`src/rtl/core/jdd_pkg.sv`:
```
// shared types, codes and the quarter-wave sine table for the joystick drive mixer
package jdd_pkg;

   // drive command codes
   localparam logic [2:0] CMD_STOP   = 3'd0;
   localparam logic [2:0] CMD_FWD    = 3'd1;
   localparam logic [2:0] CMD_BWD    = 3'd2;
   localparam logic [2:0] CMD_ROT_L  = 3'd3;
   localparam logic [2:0] CMD_ROT_R  = 3'd4;
   localparam logic [2:0] CMD_NONE   = 3'd5;

   // motion state codes
   localparam logic [1:0] MS_STOPPED  = 2'd0;
   localparam logic [1:0] MS_FORWARD  = 2'd1;
   localparam logic [1:0] MS_BACKWARD = 2'd2;

   // csr register indexes
   localparam logic CSR_DEADZONE = 1'b0;
   localparam logic CSR_DEADBAND = 1'b1;

   // reset values of the csr registers
   localparam logic [6:0] DEADZONE_RESET = 7'd13;
   localparam logic [6:0] DEADBAND_RESET = 7'd10;

   localparam logic [6:0] SPEED_MAX = 7'd100;

   // floor(x / 100) == (x * DIV100_RECIP) >> DIV100_SHIFT for x below 43690
   localparam logic [14:0] DIV100_RECIP = 15'd5243;
   localparam int          DIV100_SHIFT = 19;

   typedef enum logic [1:0] {
      MUL_SIDE,
      MUL_FWD,
      MUL_CUT,
      MUL_DIV
   } mul_sel_type;

   typedef struct packed {
      logic        load;       // take the input transfer
      logic        prep;       // latch table indexes and signs
      logic        mul_en;     // run the shared multiplier
      mul_sel_type mul_sel;
      logic        emit_stop;  // load a stop result
      logic        emit_move;  // load a drive result
   } ctl_cmd_type;

   typedef struct packed {
      logic below_dz;  // magnitude at or under the deadzone
      logic stopped;   // motion state says stopped
      logic out_free;  // result register can take a new item
   } dp_status_type;

   // round(16384 * sin(d deg)) for d = 0..90
   localparam logic [14:0] SINE_Q14 [0:90] = '{
      15'd0,     15'd286,   15'd572,   15'd857,   15'd1143,
      15'd1428,  15'd1713,  15'd1997,  15'd2280,  15'd2563,
      15'd2845,  15'd3126,  15'd3406,  15'd3686,  15'd3964,
      15'd4240,  15'd4516,  15'd4790,  15'd5063,  15'd5334,
      15'd5604,  15'd5872,  15'd6138,  15'd6402,  15'd6664,
      15'd6924,  15'd7182,  15'd7438,  15'd7692,  15'd7943,
      15'd8192,  15'd8438,  15'd8682,  15'd8923,  15'd9162,
      15'd9397,  15'd9630,  15'd9860,  15'd10087, 15'd10311,
      15'd10531, 15'd10749, 15'd10963, 15'd11174, 15'd11381,
      15'd11585, 15'd11786, 15'd11982, 15'd12176, 15'd12365,
      15'd12551, 15'd12733, 15'd12911, 15'd13085, 15'd13255,
      15'd13421, 15'd13583, 15'd13741, 15'd13894, 15'd14044,
      15'd14189, 15'd14330, 15'd14466, 15'd14598, 15'd14726,
      15'd14849, 15'd14968, 15'd15082, 15'd15191, 15'd15296,
      15'd15396, 15'd15491, 15'd15582, 15'd15668, 15'd15749,
      15'd15826, 15'd15897, 15'd15964, 15'd16026, 15'd16083,
      15'd16135, 15'd16182, 15'd16225, 15'd16262, 15'd16294,
      15'd16322, 15'd16344, 15'd16362, 15'd16374, 15'd16382,
      15'd16384
   };

   function automatic logic [14:0] sine_lookup(input logic [6:0] idx);
      logic [14:0] val;
      val = 15'd0;
      if (idx <= 7'd90) begin
         val = SINE_Q14[idx];
      end
      return val;
   endfunction

endpackage

```
`src/rtl/core/jdd_ctrl.sv`:
```
// sequencer that steps one joystick event through the mixer datapath
module jdd_ctrl
   import jdd_pkg::*;
(
   input  logic          clock,
   input  logic          reset,
   input  logic          in_valid,
   output logic          in_ready,
   input  dp_status_type status,
   output ctl_cmd_type   cmd
);

   typedef enum logic [2:0] {
      ST_IDLE,
      ST_CHECK,
      ST_SIDE,
      ST_FWD,
      ST_CUT,
      ST_DIV,
      ST_EMIT_MOVE,
      ST_EMIT_STOP
   } state_type;

   state_type state_ff;
   state_type state_in;

   always_comb begin
      state_in      = state_ff;
      cmd           = '0;
      cmd.mul_sel   = MUL_SIDE;
      in_ready      = 1'b0;
      unique case (state_ff)
         ST_IDLE: begin
            in_ready = 1'b1;
            if (in_valid) begin
               cmd.load = 1'b1;
               state_in = ST_CHECK;
            end
         end
         ST_CHECK: begin
            cmd.prep = 1'b1;
            if (status.below_dz) begin
               state_in = status.stopped ? ST_IDLE : ST_EMIT_STOP;
            end else begin
               state_in = ST_SIDE;
            end
         end
         ST_SIDE: begin
            cmd.mul_en  = 1'b1;
            cmd.mul_sel = MUL_SIDE;
            state_in    = ST_FWD;
         end
         ST_FWD: begin
            cmd.mul_en  = 1'b1;
            cmd.mul_sel = MUL_FWD;
            state_in    = ST_CUT;
         end
         ST_CUT: begin
            cmd.mul_en  = 1'b1;
            cmd.mul_sel = MUL_CUT;
            state_in    = ST_DIV;
         end
         ST_DIV: begin
            cmd.mul_en  = 1'b1;
            cmd.mul_sel = MUL_DIV;
            state_in    = ST_EMIT_MOVE;
         end
         ST_EMIT_MOVE: begin
            if (status.out_free) begin
               cmd.emit_move = 1'b1;
               state_in      = ST_IDLE;
            end
         end
         ST_EMIT_STOP: begin
            if (status.out_free) begin
               cmd.emit_stop = 1'b1;
               state_in      = ST_IDLE;
            end
         end
         default: begin
            state_in = ST_IDLE;
         end
      endcase
   end

   always_ff @(posedge clock) begin
      if (reset) begin
         state_ff <= ST_IDLE;
      end else begin
         state_ff <= state_in;
      end
   end

endmodule

```
`src/rtl/core/jdd_datapath.sv`:
```
// mixer datapath: csr registers, sine lookup, shared multiplier, decision and result register
module jdd_datapath
   import jdd_pkg::*;
(
   input  logic          clock,
   input  logic          reset,
   input  ctl_cmd_type   cmd,
   output dp_status_type status,
   input  logic [8:0]    angle_deg,
   input  logic [7:0]    magnitude_centi,
   input  logic          csr_write,
   input  logic          csr_index,
   input  logic [6:0]    csr_data,
   output logic          rsp_valid,
   input  logic          rsp_ready,
   output logic [2:0]    rsp_command,
   output logic [6:0]    rsp_left_speed,
   output logic [6:0]    rsp_right_speed
);

   logic [6:0]  deadzone_ff;
   logic [6:0]  deadband_ff;
   logic [1:0]  motion_ff;
   logic [1:0]  motion_in;

   logic [8:0]  angle_ff;
   logic [8:0]  angle_in;
   logic [7:0]  mag_ff;
   logic [6:0]  speed_ff;
   logic [6:0]  speed_in;

   logic [6:0]  side_idx_ff;
   logic [6:0]  fwd_idx_ff;
   logic        side_neg_ff;
   logic        fwd_neg_ff;
   logic        fwd_dir_ff;
   logic [6:0]  side_idx_in;
   logic [6:0]  fwd_idx_in;
   logic        side_neg_in;
   logic        fwd_neg_in;

   logic [7:0]  side_mag_ff;
   logic [7:0]  fwd_mag_ff;
   logic [14:0] cut_prod_ff;
   logic [7:0]  cut_ff;

   logic [14:0] mul_a;
   logic [14:0] mul_b;
   logic [29:0] mul_p;

   logic        rsp_valid_ff;
   logic [2:0]  rsp_command_ff;
   logic [6:0]  rsp_left_ff;
   logic [6:0]  rsp_right_ff;

   logic        side_is_neg;
   logic        fwd_is_neg;
   logic        fwd_small;
   logic        side_small;
   logic [2:0]  dir_cmd;
   logic [6:0]  inner;
   logic [2:0]  move_cmd;
   logic [6:0]  move_left;
   logic [6:0]  move_right;

   // input stage: fold 360..511 back and clamp the speed
   always_comb begin
      angle_in = angle_deg;
      if (angle_deg >= 9'd360) begin
         angle_in = angle_deg - 9'd360;
      end
      speed_in = (magnitude_centi > {1'b0, SPEED_MAX}) ? SPEED_MAX : magnitude_centi[6:0];
   end

   // quadrant split into table indexes and component signs
   always_comb begin
      if (angle_ff <= 9'd90) begin
         side_idx_in = angle_ff[6:0];
         fwd_idx_in  = 7'(9'd90 - angle_ff);
         side_neg_in = 1'b0;
         fwd_neg_in  = 1'b0;
      end else if (angle_ff <= 9'd180) begin
         side_idx_in = 7'(9'd180 - angle_ff);
         fwd_idx_in  = 7'(angle_ff - 9'd90);
         side_neg_in = 1'b0;
         fwd_neg_in  = 1'b1;
      end else if (angle_ff <= 9'd270) begin
         side_idx_in = 7'(angle_ff - 9'd180);
         fwd_idx_in  = 7'(9'd270 - angle_ff);
         side_neg_in = 1'b1;
         fwd_neg_in  = 1'b1;
      end else begin
         side_idx_in = 7'(9'd360 - angle_ff);
         fwd_idx_in  = 7'(angle_ff - 9'd270);
         side_neg_in = 1'b1;
         fwd_neg_in  = 1'b0;
      end
   end

   // shared multiplier operand select
   always_comb begin
      case (cmd.mul_sel)
         MUL_SIDE: begin
            mul_a = {7'd0, mag_ff};
            mul_b = sine_lookup(side_idx_ff);
         end
         MUL_FWD: begin
            mul_a = {7'd0, mag_ff};
            mul_b = sine_lookup(fwd_idx_ff);
         end
         MUL_CUT: begin
            mul_a = {8'd0, speed_ff};
            mul_b = {7'd0, side_mag_ff};
         end
         default: begin
            mul_a = cut_prod_ff;
            mul_b = DIV100_RECIP;
         end
      endcase
      mul_p = mul_a * mul_b;
   end

   // move decision
   always_comb begin
      side_is_neg = side_neg_ff && (side_mag_ff != 8'd0);
      fwd_is_neg  = fwd_neg_ff && (fwd_mag_ff != 8'd0);
      fwd_small   = fwd_mag_ff <= {1'b0, deadband_ff};
      side_small  = side_mag_ff <= {1'b0, deadband_ff};
      dir_cmd     = fwd_is_neg ? CMD_BWD : CMD_FWD;
      inner       = (cut_ff >= {1'b0, speed_ff}) ? 7'd0 : 7'(speed_ff - cut_ff[6:0]);
      if (fwd_small) begin
         if (side_mag_ff == 8'd0) begin
            move_cmd   = CMD_NONE;
            move_left  = 7'd0;
            move_right = 7'd0;
         end else begin
            move_cmd   = side_is_neg ? CMD_ROT_L : CMD_ROT_R;
            move_left  = speed_ff;
            move_right = speed_ff;
         end
      end else if (side_small) begin
         move_cmd   = dir_cmd;
         move_left  = speed_ff;
         move_right = speed_ff;
      end else begin
         move_cmd   = dir_cmd;
         move_left  = side_is_neg ? inner : speed_ff;
         move_right = side_is_neg ? speed_ff : inner;
      end
   end

   always_comb begin
      motion_in = motion_ff;
      if (cmd.emit_stop) begin
         motion_in = MS_STOPPED;
      end else if (cmd.emit_move) begin
         motion_in = fwd_dir_ff ? MS_FORWARD : MS_BACKWARD;
      end
   end

   // control state
   always_ff @(posedge clock) begin
      if (reset) begin
         deadzone_ff  <= DEADZONE_RESET;
         deadband_ff  <= DEADBAND_RESET;
         motion_ff    <= MS_STOPPED;
         rsp_valid_ff <= 1'b0;
      end else begin
         if (csr_write) begin
            if (csr_index == CSR_DEADZONE) begin
               deadzone_ff <= csr_data;
            end else begin
               deadband_ff <= csr_data;
            end
         end
         motion_ff <= motion_in;
         if (cmd.emit_stop || cmd.emit_move) begin
            rsp_valid_ff <= 1'b1;
         end else if (rsp_ready) begin
            rsp_valid_ff <= 1'b0;
         end
      end
   end

   // payload
   always_ff @(posedge clock) begin
      if (cmd.load) begin
         angle_ff <= angle_in;
         mag_ff   <= magnitude_centi;
         speed_ff <= speed_in;
      end
      if (cmd.prep) begin
         side_idx_ff <= side_idx_in;
         fwd_idx_ff  <= fwd_idx_in;
         side_neg_ff <= side_neg_in;
         fwd_neg_ff  <= fwd_neg_in;
         fwd_dir_ff  <= (angle_ff >= 9'd270) || (angle_ff <= 9'd90);
      end
      if (cmd.mul_en) begin
         case (cmd.mul_sel)
            MUL_SIDE: side_mag_ff <= mul_p[21:14];
            MUL_FWD:  fwd_mag_ff  <= mul_p[21:14];
            MUL_CUT:  cut_prod_ff <= mul_p[14:0];
            default:  cut_ff      <= mul_p[DIV100_SHIFT +: 8];
         endcase
      end
      if (cmd.emit_stop) begin
         rsp_command_ff <= CMD_STOP;
         rsp_left_ff    <= 7'd0;
         rsp_right_ff   <= 7'd0;
      end else if (cmd.emit_move) begin
         rsp_command_ff <= move_cmd;
         rsp_left_ff    <= move_left;
         rsp_right_ff   <= move_right;
      end
   end

   assign status.below_dz = mag_ff <= {1'b0, deadzone_ff};
   assign status.stopped  = motion_ff == MS_STOPPED;
   assign status.out_free = !rsp_valid_ff || rsp_ready;

   assign rsp_valid       = rsp_valid_ff;
   assign rsp_command     = rsp_command_ff;
   assign rsp_left_speed  = rsp_left_ff;
   assign rsp_right_speed = rsp_right_ff;

endmodule

```
`src/rtl/core/joystick_to_differential_drive.sv`:
```
// top level of the joystick to differential drive mixer
//
// req channel: one transfer per joystick event, angle in degrees (0 ahead) and
//   deflection in hundredths; angles 360..511 are folded back by 360
// rsp channel: at most one drive result per event: command plus left and
//   right wheel speed in percent
// csr channel: index 0 deadzone, index 1 axis deadband; always ready, write
//   only while no event is in flight
// an event above the deadzone walks check, two table multiplies, the inner
//   wheel product and a reciprocal multiply for the divide by 100 through one
//   shared multiplier, then the result is loaded once the output register is
//   free; req_tready comes back the cycle after the result is loaded, so a new
//   event is taken only when the last one is through
// an event at or under the deadzone skips the multiplies and gives a stop only
//   if the block was moving
// the result sits in an output register; a new event is taken while it waits,
//   and the sequencer holds its next result until rsp_tready frees the register
// reset restores deadzone 13, deadband 10 and the stopped state and drops
//   any pending result
module joystick_to_differential_drive
   import jdd_pkg::*;
(
   input  logic        clock,
   input  logic        reset,
   // req channel
   input  logic        req_tvalid,
   output logic        req_tready,
   input  logic [23:0] req_tdata,   // angle_deg [8:0], magnitude_centi [16:9], zero pad
   // rsp channel
   output logic        rsp_tvalid,
   input  logic        rsp_tready,
   output logic [23:0] rsp_tdata,   // command [2:0], left_speed [9:3], right_speed [16:10], zero
   // csr write channel
   input  logic        csr_valid,
   output logic        csr_ready,
   input  logic        csr_index,
   input  logic [6:0]  csr_data
);

   ctl_cmd_type   cmd;
   dp_status_type status;
   logic          in_ready;
   logic [2:0]    rsp_command;
   logic [6:0]    rsp_left_speed;
   logic [6:0]    rsp_right_speed;

   jdd_ctrl u_ctrl (
      .clock    (clock),
      .reset    (reset),
      .in_valid (req_tvalid),
      .in_ready (in_ready),
      .status   (status),
      .cmd      (cmd)
   );

   jdd_datapath u_datapath (
      .clock           (clock),
      .reset           (reset),
      .cmd             (cmd),
      .status          (status),
      .angle_deg       (req_tdata[8:0]),
      .magnitude_centi (req_tdata[16:9]),
      .csr_write       (csr_valid && csr_ready),
      .csr_index       (csr_index),
      .csr_data        (csr_data),
      .rsp_valid       (rsp_tvalid),
      .rsp_ready       (rsp_tready),
      .rsp_command     (rsp_command),
      .rsp_left_speed  (rsp_left_speed),
      .rsp_right_speed (rsp_right_speed)
   );

   assign req_tready = in_ready;
   // registers take a write every cycle
   assign csr_ready  = 1'b1;
   assign rsp_tdata  = {7'd0, rsp_right_speed, rsp_left_speed, rsp_command};

endmodule

```
`config.mk`:
```
export PLATFORM = sky130hd
export DESIGN_NAME = joystick_to_differential_drive
export DESIGN_NICKNAME = d
export VERILOG_FILES = /design/src/rtl/core/jdd_pkg.sv /design/src/rtl/core/jdd_ctrl.sv /design/src/rtl/core/jdd_datapath.sv /design/src/rtl/core/joystick_to_differential_drive.sv
export SDC_FILE = /design/constraint.sdc
export NUM_CORES = 1
export LEC_CHECK = 0
export BUFFER_PORTS_ARGS = -buffer_cell sky130_fd_sc_hd__buf_2
export CAP_MARGIN = 20
export CORE_ASPECT_RATIO = 1.2
export CORE_UTILIZATION = 55
export CTS_BUF_LIST = sky130_fd_sc_hd__clkbuf_8
export CTS_CLUSTER_DIAMETER = 30
export DETAILED_ROUTE_END_ITERATION = 12
export HOLD_SLACK_MARGIN = 0.1
export PLACE_DENSITY = 0.75
export SLEW_MARGIN = 5
export SYNTH_ARGS = -nofsm -noshare
export SYNTH_HDL_FRONTEND = slang
export SYNTH_SLANG_ARGS = --single-unit
```
`constraint.sdc`:
```
create_clock -name clock -period 7.36 [get_ports clock]
set_input_delay 0.736 -clock clock [delete_from_list [all_inputs] [get_ports clock]]
set_output_delay 0.736 -clock clock [all_outputs]
set_load 0.01 [all_outputs]
```
==> flow_summary_export.csv, run 1 <==
group,metric,value,unit
setup_path,reg2reg_from,"u_datapath.fwd_idx_ff[0]$_DFFE_PN_",
setup_path,crit_arrival,7.89,ns
clocking,clkTransAtPathRegs,0.08,ns
layout,stdcell_count,2600,
setup_path,worst_setup_path_start_kind,"flop",
logic_synthesis,ys_ff_latch,116,
logic_synthesis,synth_top_family_by_area,"adder cells",
clocking,cts-buffers-inserted,17,
setup_path,crit_top_cell,"inv_1",
place,dpl.hpwl,38800,µm
die,core_area,29600,µm²
timing,hold_viol,0,
layout,nNetsFinal,2549,
setup_path,critPathMaxStageDelay,0.52,ns
status,outcome,"complete, but fails checks",
route,drtIter0Drc,1456,
clocking,cts_max_path_buffers,2,
route,vias,15324,
setup_path,worstSetupStartpoint,"u_datapath.fwd_idx_ff[0]$_DFFE_PN_",
logic_synthesis,synth-async-reset-ratio,0,%
logic_synthesis,synth_edf_count,79,
setup_path,ff2ff_setup_slack,-0.33,ns
grt,grt_antenna_before_repair,0,
timing,max-slew-margin-rel,28.7,%
die,die_height,192,µm
grt,grt-ovfl-total,0,
setup_path,r2r_end,"u_datapath.cut_ff[7]$_DFFE_PP_",
timing,final_max_slew_viol_count,0,
logic_synthesis,postSynthCellCount,1915,
logic_synthesis,yosys.area_share.simple,15.9,%
timing,finalCritPeriodShare,104,%
timing,finalSetupTns,-1.56,ns
grt,grt_first_pass_wirelength,80000,µm
job,drv_cap,0,
logic_synthesis,ys_seq_area_share,18.8,%
setup_path,endpoint,"u_datapath.cut_ff[7]$_DFFE_PP_",
clocking,cts_tree,"yes",
logic_synthesis,synth_compound_area_share,19.5,%
die,die_w,161,µm
logic_synthesis,synthMuxAreaShare,2.75,%
grt,grtUsageTotal,33.1,%
layout,syn2layout_area_growth,21.7,%
place,gp_congestion,0.978,
route,drc,0,
setup_path,crit_path_max_fanout,5,
timing,fmax,130,MHz
route,firstDrtPassIters,7,
layout,drive_gt1_share,23.0,%
layout,antennaDiodeCount,0,
logic_synthesis,yosys.area_share.xor_xnor,2.27,%
die,rows,69,
timing,worstMarginPinSlew,1.07,ns
logic_synthesis,synth_area_per_cell,8.66,µm²
clocking,ctsRootBufferMaster,"clkbuf_8",
timing,fin_crit,7.69,ns
timing,rsz0062_at_grt,"yes",
clocking,insertion_delay,0.45,ns
min_path,hp-class,"reg2reg",
setup_path,slowest_stage,"mux4_2",
route,wl,49500,µm
setup_path,ff2ff_path_depth,31,
setup_path,setup.worst_path.class,"reg2reg",
setup_path,endpoint_kind,"flop",
timing,setup_violations,14,
route,final_antenna_net_count,0,
die,num_io_pins,64,
logic_synthesis,yosys.area_share.adder,31.3,%
clocking,clock-sinks,116,
grt,grt_pass1_vias,15647,
die,initial_utilization,56.0,%
logic_synthesis,synth_top_flop_cell,"edfxtp_1",
logic_synthesis,synth_area,16600,µm²
die,die_area,30900,µm²
route,via_per_inst,5.89,
timing,finClkSkew,0.0151,ns
clocking,cts_hold_buf,0,
status,violations,"setup timing",
clocking,h-tree-depth,4,
grt,grt_max_degree,38,
timing,worst_slack,-0.329,ns
logic_synthesis,ys_warn_count,0,
place,placed_cells,2546,
logic_synthesis,yosysUniqueCellTypes,90,
setup_path,worst_ep_required_time,7.56,ns
route,wl_per_cell,19.0,µm
place,portBuffers,48,
[cell usage after synthesis (all sizes together) (20+ instances only)]
| cell | n | area share, % |
|---|---|---|
| nand3 | 37 | 1.1 |
| nand2 | 185 | 4.2 |
| ha | 149 | 11 |
| a31oi | 20 | 0.75 |
| a211oi | 24 | 1.1 |
| o21ai | 135 | 4.1 |
| dfxtp | 37 | 4.5 |
| fa | 166 | 20 |
| and2 | 28 | 1.1 |
| inv | 257 | 5.8 |
| edfxtp | 79 | 14 |
| o211ai | 43 | 2.0 |
| a21oi | 105 | 3.3 |
| nor2b | 29 | 1.1 |
| nor2 | 125 | 2.8 |
| xnor2 | 28 | 1.5 |
| buf | 71 | 2.7 |
| nand2b | 30 | 1.1 |
| o21a | 23 | 1.0 |
| clkbuf | 46 | 1.0 |
| and3 | 23 | 0.87 |
| nor3 | 21 | 0.63 |
[layer usage]
metal / share of wire (%) / vias to the layer above / GRT usage [%]
met3: 6.2 / 205 / 4.06
li1: - / 7099 / -
met5: 0 / - / 0
met2: 50 / 698 / 58.7
met1: 38 / 7322 / 38.9
met4: 6.2 / 0 / 18.7
[how the worst min path moves through the flow]
| stage | start | to | slack (ns) | cells past startpoint |
|---|---|---|---|---|
| 2_1_floorplan | u_datapath.deadband_ff[1]$_SDFFE_PP1P_ | u_datapath.deadband_ff[1]$_SDFFE_PP1P_ | 0.44 | 1 |
| 5_1_grt | req_tdata[2] | u_datapath.angle_ff[2]$_DFFE_PP_ | 0.46 | 1 |
| 6_report | u_datapath.deadband_ff[5]$_SDFFE_PP0P_ | u_datapath.deadband_ff[5]$_SDFFE_PP0P_ | 0.46 | 2 |
| 3_3_place_gp | u_datapath.rsp_command[0]$_SDFFE_PP0P_ | u_datapath.rsp_command[0]$_SDFFE_PP0P_ | 0.44 | 2 |
| 4_1_cts | req_tdata[2] | u_datapath.angle_ff[2]$_DFFE_PP_ | 0.46 | 1 |
| 3_5_place_dp | u_datapath.rsp_command[0]$_SDFFE_PP0P_ | u_datapath.rsp_command[0]$_SDFFE_PP0P_ | 0.44 | 2 |
[registers in the layout (all words and copies together), names as in the netlist, 2 cells and up]
register / cells
u_datapath.deadband_ff: 7
u_datapath.angle_ff: 9
u_datapath.rsp_left_speed: 7
u_datapath.cut_prod_ff: 15
u_datapath.deadzone_ff: 7
u_datapath.motion_ff: 2
u_datapath.rsp_command: 3
u_datapath.fwd_mag_ff: 8
u_datapath.fwd_idx_ff: 7
u_datapath.speed_ff: 7
u_datapath.rsp_right_speed: 7
u_datapath.side_idx_ff: 6
u_ctrl.state_ff: 3
u_datapath.cut_ff: 8
u_datapath.mag_ff: 8
u_datapath.side_mag_ff: 8
[layout make-up]
cell class                      instances  area [µm²]
Sequential cell                       116        3110
Tap cell                              390         488
Fill cell                            2345        9420
Timing Repair Buffer                  330        2520
Multi-Input combinational cell       1474       12700
Clock inverter                         13         130
Inverter                              258         972
Clock buffer                           19         262
[metrics by stage]
| stage | hold WS, ns | setup slack, ns | utilization (%) | instance area (µm²) |
|---|---|---|---|---|
| after detailed placement | 0.442 | -0.560 | 64.7 | 19200 |
| after global placement | 0.437 | -0.466 | 64.7 | 19200 |
| after CTS | 0.460 | -0.249 | 67.8 | 20100 |
| final | 0.457 | -0.329 | 68.2 | 20200 |
| after global routing | 0.458 | -0.652 | 68.2 | 20200 |
| after floorplan | 0.435 | -0.282 | - | 17000 |
[layout by cell type (no fill, tap or decap), drive strengths merged, types with 17 or more instances in the layout]
cell type / count
nand2b: 30
clkbuf: 19
buf: 330
edfxtp: 79
o211ai: 43
o21ai: 135
nand3: 37
nand2: 185
and3: 23
o21a: 23
fa: 166
a31oi: 20
a21oi: 105
nor2: 125
nor3: 21
a211oi: 24
conb: 52
dfxtp: 37
inv: 265
ha: 149
a21o: 17
and2: 28
nor2b: 29
xnor2: 28
[logic make-up after synthesis]
group           count (synthesis)
simple gates                  547
compound gates                487
buf+inv                       375
fa+ha+maj                     315
flops                         116
xor+xnor                       43
mux                            30
other cells                     2
[critical path, delay by kind of cell, from the launching register on]
kind            cells  cell delay, ns
compound gates      8            1.52
flops               1            0.43
buf+inv             9            0.85
fa+ha+maj           8            3.12
simple gates        5            1.00
mux                 1            0.52
[repair_timing]
item,4_1_cts,5_1_grt
pin swaps,62,21
hold endpoints to repair,0,0
setup buffers,19,4
gates resized for setup,98,25
setup endpoints to repair,26,26
Power of run 1 is not shown: default switching activity piles up to over one toggle a cycle in this logic, so the estimate is an artifact.
==> run 2, diff against run 1 <==
==> constraint.sdc (replaced) <==
create_clock -name clock -period 7.36 [get_ports clock]
set_input_delay 1.472 -clock clock [delete_from_list [all_inputs] [get_ports clock]]
set_output_delay 1.472 -clock clock [all_outputs]
set_load 0.01 [all_outputs]
==> run 2 against run 1 <==
Against the previous run:
- utilization increased by 1.8 points
- largest cell class unchanged
- setup slack worse by 0.038 ns
- hold slack better by 0.0070 ns
- global-route usage up 0.082 points
- die area did not move
- the flow still finishes with violations (setup timing)
- flip-flop and latch count unchanged
- non-clock buffer count increased by 19
- routed wire length grew 2.8%
- register-to-register slack worse by 0.04 ns
- via count increased by 2.0%
==> flow_summary_export.csv, run 2 (synthesis gave the netlist of run 1 again) <==
group,metric,value,unit
status,outcome,"complete, but fails checks",
die,initial_utilization,56.0,%
layout,drive_gt1_share,26.0,%
timing,worst_slack,-0.366,ns
grt,grt-ovfl-total,0,
die,die_w,161,µm
layout,layout_commonest_cell,"buf_4",
layout,fill_cells,2185,
place,portBuffers,48,
setup_path,worst_setup_path_start_kind,"flop",
timing,finClkSkew,0.0102,ns
timing,max-slew-margin-rel,30.6,%
layout,largest_register,"u_datapath.cut_prod_ff",
route,final_antenna_net_count,0,
grt,grt_pass1_vias,15785,
timing,hold_viol,0,
timing,final_max_slew_viol_count,0,
timing,fin_crit,7.73,ns
clocking,ctsRootBufferMaster,"clkbuf_8",
place,post_dp_cell_area,19300,µm²
status,violations,"setup timing",
setup_path,reg2reg_from,"u_datapath.fwd_idx_ff[0]$_DFFE_PN_",
setup_path,ff2ff_setup_slack,-0.37,ns
layout,antennaDiodeCount,0,
clocking,clkTransAtPathRegs,0.07,ns
setup_path,setup.worst_path.class,"reg2reg",
clocking,cts_hold_buf,0,
setup_path,crit_arrival,7.92,ns
layout,stdcell_count,2618,
job,drv_cap,0,
setup_path,endpoint,"u_datapath.cut_ff[7]$_DFFE_PP_",
timing,fmax,129,MHz
clocking,h-tree-depth,4,
die,rows,69,
place,dpl.hpwl,38800,µm
die,die_height,192,µm
clocking,cts_max_path_buffers,2,
timing,finalCritPeriodShare,105,%
route,via_per_inst,5.97,
setup_path,cp_top_family,"adder cells",
grt,grt_max_degree,40,
timing,rsz0062_at_grt,"yes",
setup_path,cp_num_cells,32,
timing,setup_violations,18,
min_path,hp-class,"reg2reg",
setup_path,crit_path_max_fanout,7,
setup_path,worstSetupStartpoint,"u_datapath.fwd_idx_ff[0]$_DFFE_PN_",
route,wl,50900,µm
layout,nNetsFinal,2568,
place,gp_congestion,0.974,
layout,design_area,20700,µm²
grt,grt_first_pass_wirelength,80000,µm
setup_path,cp.buffers_inverters,9,
place,placed_cells,2557,
layout,reg.largest.list,"u_datapath.cut_prod_ff: 15 flops, u_datapath.angle_ff: 9 flops",
route,wl_per_cell,19.5,µm
setup_path,r2r_end,"u_datapath.cut_ff[7]$_DFFE_PP_",
route,vias,15635,
timing,whs,0.464,ns
die,core_area,29600,µm²
route,firstDrtPassIters,6,
setup_path,worst_ep_required_time,7.56,ns
grt,grtUsageTotal,33.2,%
layout,largest_reg_flops,15,
clocking,cts-buffers-inserted,17,
die,die_area,30900,µm²
route,drtIter0Drc,1514,
timing,worstMarginPinSlew,1.04,ns
clocking,insertion_delay,0.45,ns
setup_path,critPathMaxStageDelay,0.53,ns
clocking,clock-sinks,116,
setup_path,ff2ff_path_depth,32,
setup_path,endpoint_kind,"flop",
layout,syn2layout_area_growth,24.9,%
clocking,cts_tree,"yes",
setup_path,slowest_stage,"fa_2",
layout,layout_common_cells,"271 x buf_4, 232 x inv_1, 167 x nand2_1",
route,drc,0,
die,num_io_pins,64,
grt,grt_antenna_before_repair,0,
-- run 2: worst min-delay path by stage --
stage          cells past startpoint                              startpoint                                      to
2_1_floorplan                      1  u_datapath.deadband_ff[1]$_SDFFE_PP1P_  u_datapath.deadband_ff[1]$_SDFFE_PP1P_
3_3_place_gp                       2  u_datapath.rsp_command[0]$_SDFFE_PP0P_  u_datapath.rsp_command[0]$_SDFFE_PP0P_
3_5_place_dp                       2  u_datapath.rsp_command[0]$_SDFFE_PP0P_  u_datapath.rsp_command[0]$_SDFFE_PP0P_
4_1_cts                            2  u_datapath.rsp_command[0]$_SDFFE_PP0P_  u_datapath.rsp_command[0]$_SDFFE_PP0P_
6_report                           2  u_datapath.rsp_command[0]$_SDFFE_PP0P_  u_datapath.rsp_command[0]$_SDFFE_PP0P_
5_1_grt                            1  u_datapath.deadband_ff[3]$_SDFFE_PP1P_  u_datapath.deadband_ff[3]$_SDFFE_PP1P_
-- run 2: timing repair --
item | in CTS | in global routing
pin swaps | 75 | 46
gates resized for setup | 110 | 90
endpoints found under the setup margin | 26 | 27
buffers inserted | 26 | 21
-- run 2: final cells by class --
class	instances	area (µm²)	area share (%)
Clock buffer	19	262	1.26
Clock inverter	12	91.3	0.441
Inverter	258	972	4.69
Multi-Input combinational cell	1474	13000	62.9
Sequential cell	116	3110	15.0
Tap cell	390	488	2.35
Timing Repair Buffer	349	2760	13.3
-- run 2: stage by stage --
stage	TNS, ns	util (%)	worst slack [ns]
after floorplan	-0.405	-	-0.282
after global placement	-3.82	65.2	-0.411
after detailed placement	-5.72	65.2	-0.509
after CTS	-0.966	68.4	-0.244
after global routing	-7.89	70.0	-0.609
final	-3.11	70.0	-0.366
-- run 2: metal layers --
metal / GRT usage [%] / vias up / part of all wire (%) / wire [µm]
li1: - / 7156 / - / -
met1: 38.0 / 7529 / 37 / 18800
met2: 59.8 / 723 / 51 / 25800
met3: 3.89 / 227 / 6.2 / 3170
met4: 19.5 / 0 / 6.3 / 3190
met5: 0 / - / 0 / 0
-- run 2: worst register-to-register path: cells and delay by family, from the launching register on --
kind,cells,cell delay (ns)
compound gates,9,1.49
fa+ha+maj,8,3.39
buf+inv,9,0.77
flops,1,0.42
mux,1,0.47
simple gates,5,0.92
Power of run 2 is left out for the same reason.
